`src/okr_pkg.sv`:
```
`timescale 1ns / 1ps

package okr_pkg;

	localparam int TICK_W = 16;
	localparam int THR_W = 12;
	localparam int ERR_W = 14;
	localparam int REPEAT_W = 8;
	localparam int GAP_SHIFT = 4;

	localparam logic [TICK_W-1:0] SYNC_RESET = 16'd9000;
	localparam logic [REPEAT_W-1:0] REPEAT_MAX = 8'hFF;

	localparam logic OP_EDGE = 1'b0;
	localparam logic OP_POP = 1'b1;

	typedef struct packed {
		logic pop;
		logic sync;
		logic [TICK_W-1:0] ticks;
		logic pin;
	} okr_cmd_t;

endpackage

```
`src/okr_fifo.sv`:
```
`timescale 1ns / 1ps

module okr_fifo (
	input  logic             clk,
	input  logic             arst_n,
	input  logic             push,
	input  okr_pkg::okr_cmd_t din,
	output logic             full,
	input  logic             pop,
	output okr_pkg::okr_cmd_t dout,
	output logic             not_empty
);
	import okr_pkg::*;

	okr_cmd_t entry_q [2];
	logic wr_ptr_q;
	logic rd_ptr_q;
	logic [1:0] count_q;
	logic do_push;
	logic do_pop;

	assign full = (count_q == 2'd2);
	assign not_empty = (count_q != 2'd0);
	assign do_push = push && !full;
	assign do_pop = pop && not_empty;
	assign dout = entry_q[rd_ptr_q];

	always_ff @(posedge clk) begin
		if (do_push) begin
			entry_q[wr_ptr_q] <= din;
		end
	end

	always_ff @(posedge clk or negedge arst_n) begin
		if (!arst_n) begin
			wr_ptr_q <= 1'b0;
			rd_ptr_q <= 1'b0;
			count_q <= 2'd0;
		end else begin
			if (do_push) begin
				wr_ptr_q <= !wr_ptr_q;
			end
			if (do_pop) begin
				rd_ptr_q <= !rd_ptr_q;
			end
			case ({do_push, do_pop})
				2'b10: begin
					count_q <= count_q + 2'd1;
				end
				2'b01: begin
					count_q <= count_q - 2'd1;
				end
				default: begin
					count_q <= count_q;
				end
			endcase
		end
	end

endmodule

```
`src/okr_front.sv`:
```
`timescale 1ns / 1ps

module okr_front (
	input  logic                        clk,
	input  logic                        arst_n,
	input  logic                        cfg_valid,
	output logic                        cfg_ready,
	input  logic [okr_pkg::TICK_W-1:0]  cfg_data,
	input  logic                        in_valid,
	output logic                        in_stall,
	input  logic                        opcode,
	input  logic [okr_pkg::TICK_W-1:0]  interval_ticks,
	input  logic                        pin_level,
	input  logic                        fifo_full,
	output logic                        push,
	output okr_pkg::okr_cmd_t           cmd
);
	import okr_pkg::*;

	logic [TICK_W-1:0] sync_min_q;

	assign cfg_ready = 1'b1;
	assign in_stall = fifo_full;
	assign push = in_valid && !fifo_full;

	always_comb begin
		cmd.pop = (opcode == OP_POP);
		cmd.sync = (opcode == OP_EDGE) && (interval_ticks > sync_min_q);
		cmd.ticks = interval_ticks;
		cmd.pin = pin_level;
	end

	always_ff @(posedge clk or negedge arst_n) begin
		if (!arst_n) begin
			sync_min_q <= SYNC_RESET;
		end else if (cfg_valid && cfg_ready) begin
			sync_min_q <= cfg_data;
		end
	end

endmodule

```
`src/okr_back.sv`:
```
`timescale 1ns / 1ps

module okr_back #(
	parameter int CODE_BITS = 24,
	parameter int QUEUE_DEPTH = 5
) (
	input  logic                                  clk,
	input  logic                                  arst_n,
	input  okr_pkg::okr_cmd_t                     cmd,
	input  logic                                  cmd_valid,
	output logic                                  cmd_take,
	output logic                                  out_valid,
	input  logic                                  out_stall,
	output logic                                  frame_done,
	output logic [CODE_BITS-1:0]                  frame_code,
	output logic [okr_pkg::REPEAT_W-1:0]          repeat_count,
	output logic                                  code_queued,
	output logic                                  pop_valid,
	output logic [CODE_BITS-1:0]                  pop_code,
	output logic [$clog2(QUEUE_DEPTH+1)-1:0]      queue_count
);
	import okr_pkg::*;

	localparam int BC_W = $clog2(CODE_BITS + 2);
	localparam int QC_W = $clog2(QUEUE_DEPTH + 1);
	localparam logic [BC_W-1:0] BC_FULL = BC_W'(CODE_BITS);
	localparam logic [QC_W-1:0] QC_FULL = QC_W'(QUEUE_DEPTH);

	logic synced_q, synced_nx;
	logic [THR_W-1:0] thr_q, thr_nx;
	logic [ERR_W-1:0] err_q, err_nx;
	logic [CODE_BITS-1:0] shift_q, shift_nx;
	logic [BC_W-1:0] bc_q, bc_nx;
	logic [CODE_BITS-1:0] prev_q, prev_nx;
	logic [CODE_BITS-1:0] acc_q, acc_nx;
	logic [REPEAT_W-1:0] rep_q, rep_nx;
	logic [CODE_BITS-1:0] queue_q [QUEUE_DEPTH];
	logic [CODE_BITS-1:0] queue_nx [QUEUE_DEPTH];
	logic [QC_W-1:0] fill_q, fill_nx;

	logic hit;
	logic done_nx, queued_nx, pvalid_nx;
	logic [CODE_BITS-1:0] fcode_nx, pcode_nx;

	logic out_valid_q;
	logic done_q, queued_q, pvalid_q;
	logic [CODE_BITS-1:0] fcode_q, pcode_q;
	logic [REPEAT_W-1:0] rcount_q;
	logic [QC_W-1:0] qcount_q;

	assign cmd_take = cmd_valid && (!out_valid_q || !out_stall);

	always_comb begin
		hit = 1'b0;
		for (int i = 0; i < QUEUE_DEPTH; i++) begin
			if ((QC_W'(i) < fill_q) && (queue_q[i] == shift_q)) begin
				hit = 1'b1;
			end
		end

		synced_nx = synced_q;
		thr_nx = thr_q;
		err_nx = err_q;
		shift_nx = shift_q;
		bc_nx = bc_q;
		prev_nx = prev_q;
		acc_nx = acc_q;
		rep_nx = rep_q;
		fill_nx = fill_q;
		for (int i = 0; i < QUEUE_DEPTH; i++) begin
			queue_nx[i] = queue_q[i];
		end
		done_nx = 1'b0;
		fcode_nx = '0;
		queued_nx = 1'b0;
		pvalid_nx = 1'b0;
		pcode_nx = '0;

		if (cmd.pop) begin
			if (fill_q != '0) begin
				pvalid_nx = 1'b1;
				pcode_nx = queue_q[0];
				for (int i = 0; i < QUEUE_DEPTH - 1; i++) begin
					queue_nx[i] = queue_q[i+1];
				end
				queue_nx[QUEUE_DEPTH-1] = '0;
				fill_nx = fill_q - QC_W'(1);
			end
		end else if (cmd.sync) begin
			thr_nx = cmd.ticks[TICK_W-1:GAP_SHIFT];
			err_nx = {1'b0, thr_nx, 1'b0} + {2'b00, thr_nx};
			if (bc_q == BC_FULL) begin
				done_nx = 1'b1;
				fcode_nx = shift_q;
				if (shift_q != prev_q) begin
					rep_nx = '0;
					prev_nx = shift_q;
				end else begin
					if (rep_q != REPEAT_MAX) begin
						rep_nx = rep_q + REPEAT_W'(1);
					end
					if (shift_q != acc_q) begin
						acc_nx = shift_q;
						if (!hit) begin
							queued_nx = 1'b1;
							if (fill_q != QC_FULL) begin
								for (int i = 0; i < QUEUE_DEPTH; i++) begin
									if (QC_W'(i) == fill_q) begin
										queue_nx[i] = shift_q;
									end
								end
								fill_nx = fill_q + QC_W'(1);
							end else begin
								for (int i = 0; i < QUEUE_DEPTH - 1; i++) begin
									queue_nx[i] = queue_q[i+1];
								end
								queue_nx[QUEUE_DEPTH-1] = shift_q;
							end
						end
					end
				end
			end
			synced_nx = 1'b1;
			shift_nx = '0;
			bc_nx = '0;
		end else if (cmd.ticks > {2'b00, err_q}) begin
			synced_nx = 1'b0;
			shift_nx = '0;
			bc_nx = '0;
		end else if (cmd.pin) begin
			if (!synced_q) begin
				shift_nx = '0;
				bc_nx = '0;
			end else begin
				if (bc_q < BC_FULL) begin
					shift_nx = {shift_q[CODE_BITS-2:0], (cmd.ticks <= {4'b0000, thr_q})};
				end
				if (bc_q <= BC_FULL) begin
					bc_nx = bc_q + BC_W'(1);
				end
			end
		end
	end

	always_ff @(posedge clk or negedge arst_n) begin
		if (!arst_n) begin
			synced_q <= 1'b0;
			thr_q <= '0;
			err_q <= '0;
			shift_q <= '0;
			bc_q <= '0;
			prev_q <= '0;
			acc_q <= '0;
			rep_q <= '0;
			fill_q <= '0;
			for (int i = 0; i < QUEUE_DEPTH; i++) begin
				queue_q[i] <= '0;
			end
		end else if (cmd_take) begin
			synced_q <= synced_nx;
			thr_q <= thr_nx;
			err_q <= err_nx;
			shift_q <= shift_nx;
			bc_q <= bc_nx;
			prev_q <= prev_nx;
			acc_q <= acc_nx;
			rep_q <= rep_nx;
			fill_q <= fill_nx;
			for (int i = 0; i < QUEUE_DEPTH; i++) begin
				queue_q[i] <= queue_nx[i];
			end
		end
	end

	always_ff @(posedge clk or negedge arst_n) begin
		if (!arst_n) begin
			out_valid_q <= 1'b0;
		end else if (cmd_take) begin
			out_valid_q <= 1'b1;
		end else if (!out_stall) begin
			out_valid_q <= 1'b0;
		end
	end

	always_ff @(posedge clk) begin
		if (cmd_take) begin
			done_q <= done_nx;
			fcode_q <= fcode_nx;
			rcount_q <= rep_nx;
			queued_q <= queued_nx;
			pvalid_q <= pvalid_nx;
			pcode_q <= pcode_nx;
			qcount_q <= fill_nx;
		end
	end

	assign out_valid = out_valid_q;
	assign frame_done = done_q;
	assign frame_code = fcode_q;
	assign repeat_count = rcount_q;
	assign code_queued = queued_q;
	assign pop_valid = pvalid_q;
	assign pop_code = pcode_q;
	assign queue_count = qcount_q;

endmodule

```
`src/ook_pulse_width_code_receiver_core.sv`:
```
`timescale 1ns / 1ps

// Receiver for 24-bit on-off-keyed remote codes sent with pulse-width coding.
// The input channel takes one request per cycle unless in_stall is high: an
// edge event with the timer ticks since the previous edge and the new pin
// level, or a pop of the oldest queued code. Every request yields exactly one
// result on the output channel. The configuration channel writes the sync
// gap threshold; it is always ready and should be written only while no
// request is in flight. An accepted request waits in a buffer until the
// decoder takes it, and its result is registered on the output ports.
// The decoder takes one request per cycle while the output is not stalled,
// with a combinational decode and a parallel compare against every queue entry.
// A two-entry buffer sits between the input stage and the decoder, and the
// result sits in an output register. When the receiver stalls, the result is
// held and up to two more requests are absorbed before in_stall rises.
// Reset clears the decoder, the code queue, the repeat count and the buffer,
// and returns the sync threshold to 9000 ticks.

module ook_pulse_width_code_receiver_core #(
	parameter int CODE_BITS = 24,
	parameter int QUEUE_DEPTH = 5
) (
	input  logic                                  clk,
	input  logic                                  arst_n,
	input  logic                                  cfg_valid,
	output logic                                  cfg_ready,
	input  logic [okr_pkg::TICK_W-1:0]            cfg_data,
	input  logic                                  in_valid,
	output logic                                  in_stall,
	input  logic                                  opcode,
	input  logic [okr_pkg::TICK_W-1:0]            interval_ticks,
	input  logic                                  pin_level,
	output logic                                  out_valid,
	input  logic                                  out_stall,
	output logic                                  frame_done,
	output logic [CODE_BITS-1:0]                  frame_code,
	output logic [okr_pkg::REPEAT_W-1:0]          repeat_count,
	output logic                                  code_queued,
	output logic                                  pop_valid,
	output logic [CODE_BITS-1:0]                  pop_code,
	output logic [$clog2(QUEUE_DEPTH+1)-1:0]      queue_count
);
	import okr_pkg::*;

	okr_cmd_t front_cmd;
	okr_cmd_t back_cmd;
	logic front_push;
	logic fifo_full;
	logic fifo_not_empty;
	logic back_take;

	okr_front u_front (
		.clk            (clk),
		.arst_n         (arst_n),
		.cfg_valid      (cfg_valid),
		.cfg_ready      (cfg_ready),
		.cfg_data       (cfg_data),
		.in_valid       (in_valid),
		.in_stall       (in_stall),
		.opcode         (opcode),
		.interval_ticks (interval_ticks),
		.pin_level      (pin_level),
		.fifo_full      (fifo_full),
		.push           (front_push),
		.cmd            (front_cmd)
	);

	okr_fifo u_fifo (
		.clk       (clk),
		.arst_n    (arst_n),
		.push      (front_push),
		.din       (front_cmd),
		.full      (fifo_full),
		.pop       (back_take),
		.dout      (back_cmd),
		.not_empty (fifo_not_empty)
	);

	okr_back #(
		.CODE_BITS   (CODE_BITS),
		.QUEUE_DEPTH (QUEUE_DEPTH)
	) u_back (
		.clk          (clk),
		.arst_n       (arst_n),
		.cmd          (back_cmd),
		.cmd_valid    (fifo_not_empty),
		.cmd_take     (back_take),
		.out_valid    (out_valid),
		.out_stall    (out_stall),
		.frame_done   (frame_done),
		.frame_code   (frame_code),
		.repeat_count (repeat_count),
		.code_queued  (code_queued),
		.pop_valid    (pop_valid),
		.pop_code     (pop_code),
		.queue_count  (queue_count)
	);

`ifndef SYNTHESIS
	a_count_bound: assert property (@(posedge clk) disable iff (!arst_n)
		out_valid |-> (queue_count <= ($clog2(QUEUE_DEPTH+1))'(QUEUE_DEPTH)))
		else $error("queue count above queue depth");

	a_pop_or_frame: assert property (@(posedge clk) disable iff (!arst_n)
		out_valid |-> !(pop_valid && frame_done))
		else $error("pop result and frame result in one request");

	a_queued_needs_frame: assert property (@(posedge clk) disable iff (!arst_n)
		(out_valid && code_queued) |-> (frame_done && (repeat_count != '0)))
		else $error("code queued without a repeated frame");

	a_stall_on_full: assert property (@(posedge clk) disable iff (!arst_n)
		in_stall |-> (fifo_not_empty && out_valid))
		else $error("input stalled while decoder could take requests");
`endif

endmodule

```
`config.mk`:
```
export PLATFORM = sky130hd
export DESIGN_NAME = ook_pulse_width_code_receiver_core
export DESIGN_NICKNAME = d
export VERILOG_FILES = /design/src/okr_pkg.sv /design/src/okr_fifo.sv /design/src/okr_front.sv /design/src/okr_back.sv /design/src/ook_pulse_width_code_receiver_core.sv
export SDC_FILE = /design/constraint.sdc
export NUM_CORES = 1
export LEC_CHECK = 0
export BUFFER_PORTS_ARGS = -buffer_cell sky130_fd_sc_hd__buf_4
export CELL_PAD_IN_SITES_DETAIL_PLACEMENT = 1
export CELL_PAD_IN_SITES_GLOBAL_PLACEMENT = 2
export CORE_MARGIN = 2
export CORE_UTILIZATION = 38
export CTS_CLUSTER_SIZE = 40
export DETAILED_ROUTE_END_ITERATION = 8
export GPL_TIMING_DRIVEN = 0
export HOLD_SLACK_MARGIN = 0.12
export MAX_ROUTING_LAYER = met4
export PLACE_DENSITY_LB_ADDON = 0.2
export SLEW_MARGIN = 15
export SYNTH_ARGS = -nofsm -noshare
export SYNTH_HDL_FRONTEND = slang
export SYNTH_HIERARCHICAL = 1
export SYNTH_SLANG_ARGS = --single-unit
```
`constraint.sdc`:
```
create_clock -name clk -period 6.6 [get_ports clk]
set_input_delay 1.32 -clock clk [delete_from_list [all_inputs] [get_ports clk]]
set_output_delay 1.32 -clock clk [all_outputs]
set_load 0.05 [all_outputs]
```
==> metrics.csv <==
metric,value,unit
worst_hold_slack,0.477,ns
io_pins,104,
finalHoldViolations,0,
ctsHoldBuffers,0,
p_comb_share,38.0,%
cp_common_cell,clkbuf_1,
die_area,51600,µm²
post_cts_buffers,0,
timing.final.crit_share,61.4,%
clock_skew,0.0250,ns
worst_pin_slew,0.962,ns
dp_slack,2.37,ns
vias,13464,
slew_viol_final,0,
cts.sinks,355,
avgSynthCellArea,10.9,µm²
relSlewSlack,35.9,%
antenna_found_initial,0,
initial_core_util,38.6,%
max_freq,0.247,GHz
grt_usage,23.2,%
clkLatencyLatePin,0.58,ns
numPortBuffers,101,
critPathKind,reg2reg,
fin_nets,1988,
cp-startpoint,u_fifo/rd_ptr_q$_DFFE_PN0P_,
peakVddDrop,0.204,mV
place_congestion,0.876,
drcViolationCount,0,
ant_nets,0,
cts.clk_slew.worst_paths,0.06,ns
crit_chain,buf_2 > mux2_2 > ha_1 > nand2_1 > a2bb2oi_1 > a32oi_1 > o22ai_1 > a311o_1 > clkbuf_1 > nor2_1 > clkbuf_1 > a22o_1,
grt_max_degree,95,
die-height,227,µm
worst_slack,2.55,ns
crit_required,7.10,ns
hold_path_class,reg2reg,
drt_iter0_markers,688,
coreArea,49100,µm²
cap_violations,0,
root_buffer,clkbuf_16,
drive_gt1_share,20.4,%
synth-edff-count,100,
seqPwrFrac,33.7,%
synth-main-ff-cell,dfrtp_1,
arrival,4.55,ns
ys_seq_area_share,49.6,%
critPathCaptureType,flop,
powerDensity,371,nW/µm²
dp_hpwl,42300,µm
cts_resized,0,
p_leak,10.7,nW
syn_nets,1838,
utilization,44.9,%
final_cell_mix,"nand2_1 (294), dfrtp_1 (250), buf_4 (124)",
final_common_cell,nand2_1,
r2r-start,u_fifo/rd_ptr_q$_DFFE_PN0P_,
htree_num_levels,2,
die_w,227,µm
diodes,0,
p_int,5.01,mW
grt_pass1_vias,14537,
area_delta_synth_final,16.2,%
wl_per_cell,21.7,µm
ys_types,76,
max_stage_delay,0.52,ns
synth_area,18900,µm²
outcome,completed,
worstHoldStart,u_back/err_q[10]$_DFFE_PN0P_,
clock_path_buffers,3,
netlist_instances,1732,
grt_overflow,0,
routed_wirelength,56000,µm
crit_path_top_delay_cell,nor2_1,
crit_fanout,10,
rsz0062_at_grt,false,
synthArstFlopShare,71.8,%
yosysWarnings,6,
start_kind,flop,
power.switching,3.15,mW
grt_pass1_wl,86800,µm
dr.pass1.iters,5,
fin_crit,4.05,ns
p_sw_share,38.6,%
ys_ff_latch,355,
drt-vias-per-instance,5.22,
p_clk_share,28.3,%
cts_tree,yes,
fill_cells,5400,
setup_viol,0,
row_count,81,
setup-tns-final,0,ns
cts_buffers,42,
power groups by stage:
| stage | combinational, mW | sequential (mW) | clock, mW |
|---|---|---|---|
| floorplan | 1.70 | 3.23 | 0 |
| CTS | 3.14 | 2.76 | 2.38 |
| global route | 3.42 | 2.79 | 2.46 |
| detailed placement | 3.13 | 2.80 | 0 |
| global placement | 3.01 | 2.81 | 0 |
| finish | 3.10 | 2.75 | 2.31 |
logic make-up (layout without fill, tap and decap cells):
family | Yosys count | after routing | synth area share (%)
fa+ha+maj | 67 | 67 | 4.47
other cells | 1 | 1 | 0.0198
simple gates | 546 | 546 | 14.0
buf+inv | 208 | 391 | 5.35
flops | 355 | 355 | 49.6
xor+xnor | 181 | 181 | 8.37
compound gates | 201 | 201 | 7.90
mux | 173 | 173 | 10.3
path summary, 6_finish.rpt:
kind / endpoint / slack (ns) / depth (start not counted)
max: u_back/shift_q[21]$_DFFE_PN0P_ / 2.55 / 12
min: u_back/err_q[10]$_DFFE_PN0P_ / 0.48 / 2
max reg2reg: u_back/shift_q[21]$_DFFE_PN0P_ / 2.55 / 12
min reg2reg: u_back/err_q[10]$_DFFE_PN0P_ / 0.48 / 2
max in group asynchronous: u_back/queue_q[18]$_DFFE_PN0P_ / 4.87 / 2
min in group asynchronous: u_front/sync_min_q[15]$_DFFE_PN0P_ / 0.73 / 1
flip-flops by register name, summed over array words and instances, names as in the netlist, 2 cells and up:
| signal | count |
|---|---|
| u_fifo/count_q | 2 |
| u_back/fill_q | 3 |
| u_back/shift_q | 24 |
| u_back/thr_q | 12 |
| u_back/bc_q | 5 |
| u_back/queue_count | 3 |
| u_back/frame_code | 24 |
| u_back/repeat_count | 8 |
| u_back/acc_q | 24 |
| u_back/pop_code | 24 |
| u_back/rep_q | 8 |
| u_back/prev_q | 24 |
| u_back/err_q | 13 |
| u_fifo/entry_q | 38 |
| u_front/sync_min_q | 16 |
| u_back/queue_q | 120 |
through the flow:
stage	cells	instance area, µm²	total power [mW]
after floorplan	1732	18900	4.92
after global placement	2497	20500	5.82
after detailed placement	2502	20600	5.92
after CTS	2579	22000	8.28
after global routing	2579	22000	8.67
final	2579	22000	8.16
cell type report:
type / count / area, µm² / share of cell area, %
sequential: 355 / 9390 / 42.7
multi-input combinational: 1169 / 8530 / 38.8
clock buffer: 64 / 1240 / 5.63
timing repair buffer: 106 / 880 / 4.00
tap: 664 / 831 / 3.78
buffer: 134 / 737 / 3.35
inverter: 74 / 278 / 1.26
clock inverter: 13 / 114 / 0.518
worst max-delay path, delay by kind of cell, from the launching register on:
| family | cells | cell delay [ns] |
|---|---|---|
| AO/OA/AOI/OAI | 5 | 1.28 |
| adder cells (fa/ha/maj) | 1 | 0.36 |
| buffers and inverters | 3 | 0.96 |
| flip-flops | 1 | 0.34 |
| multiplexers | 1 | 0.45 |
| AND/OR/NAND/NOR | 2 | 0.59 |
Yosys cell counts (13+ instances only):
cell type | n | share of area [%]
and2_1 | 72 | 2.4
nand3_1 | 24 | 0.63
inv_1 | 74 | 1.5
buf_2 | 54 | 1.4
xnor2_1 | 118 | 5.5
clkbuf_1 | 44 | 0.87
edfxtp_1 | 100 | 16
o21ai_0 | 61 | 1.6
nor2_1 | 31 | 0.61
ha_1 | 66 | 4.4
nor4_1 | 17 | 0.56
nand4_1 | 37 | 1.2
xor2_1 | 63 | 2.9
buf_4 | 24 | 0.95
nor3_1 | 13 | 0.34
mux2_2 | 111 | 6.6
nor4b_1 | 25 | 1.2
nand2_1 | 294 | 5.8
dfrtp_1 | 250 | 33
a22o_1 | 24 | 1.1
mux2_1 | 60 | 3.6
a21oi_1 | 28 | 0.74
a311o_1 | 25 | 1.3
metal layers:
metal	part of all wire, %	vias to the layer above	global-route usage [%]
met5	0	-	-
met4	3.2	0	7.99
met3	3.7	94	3.06
met2	50	210	39.0
met1	43	6888	28.6
li1	-	6272	-
Power figures use the tool's default switching activity.
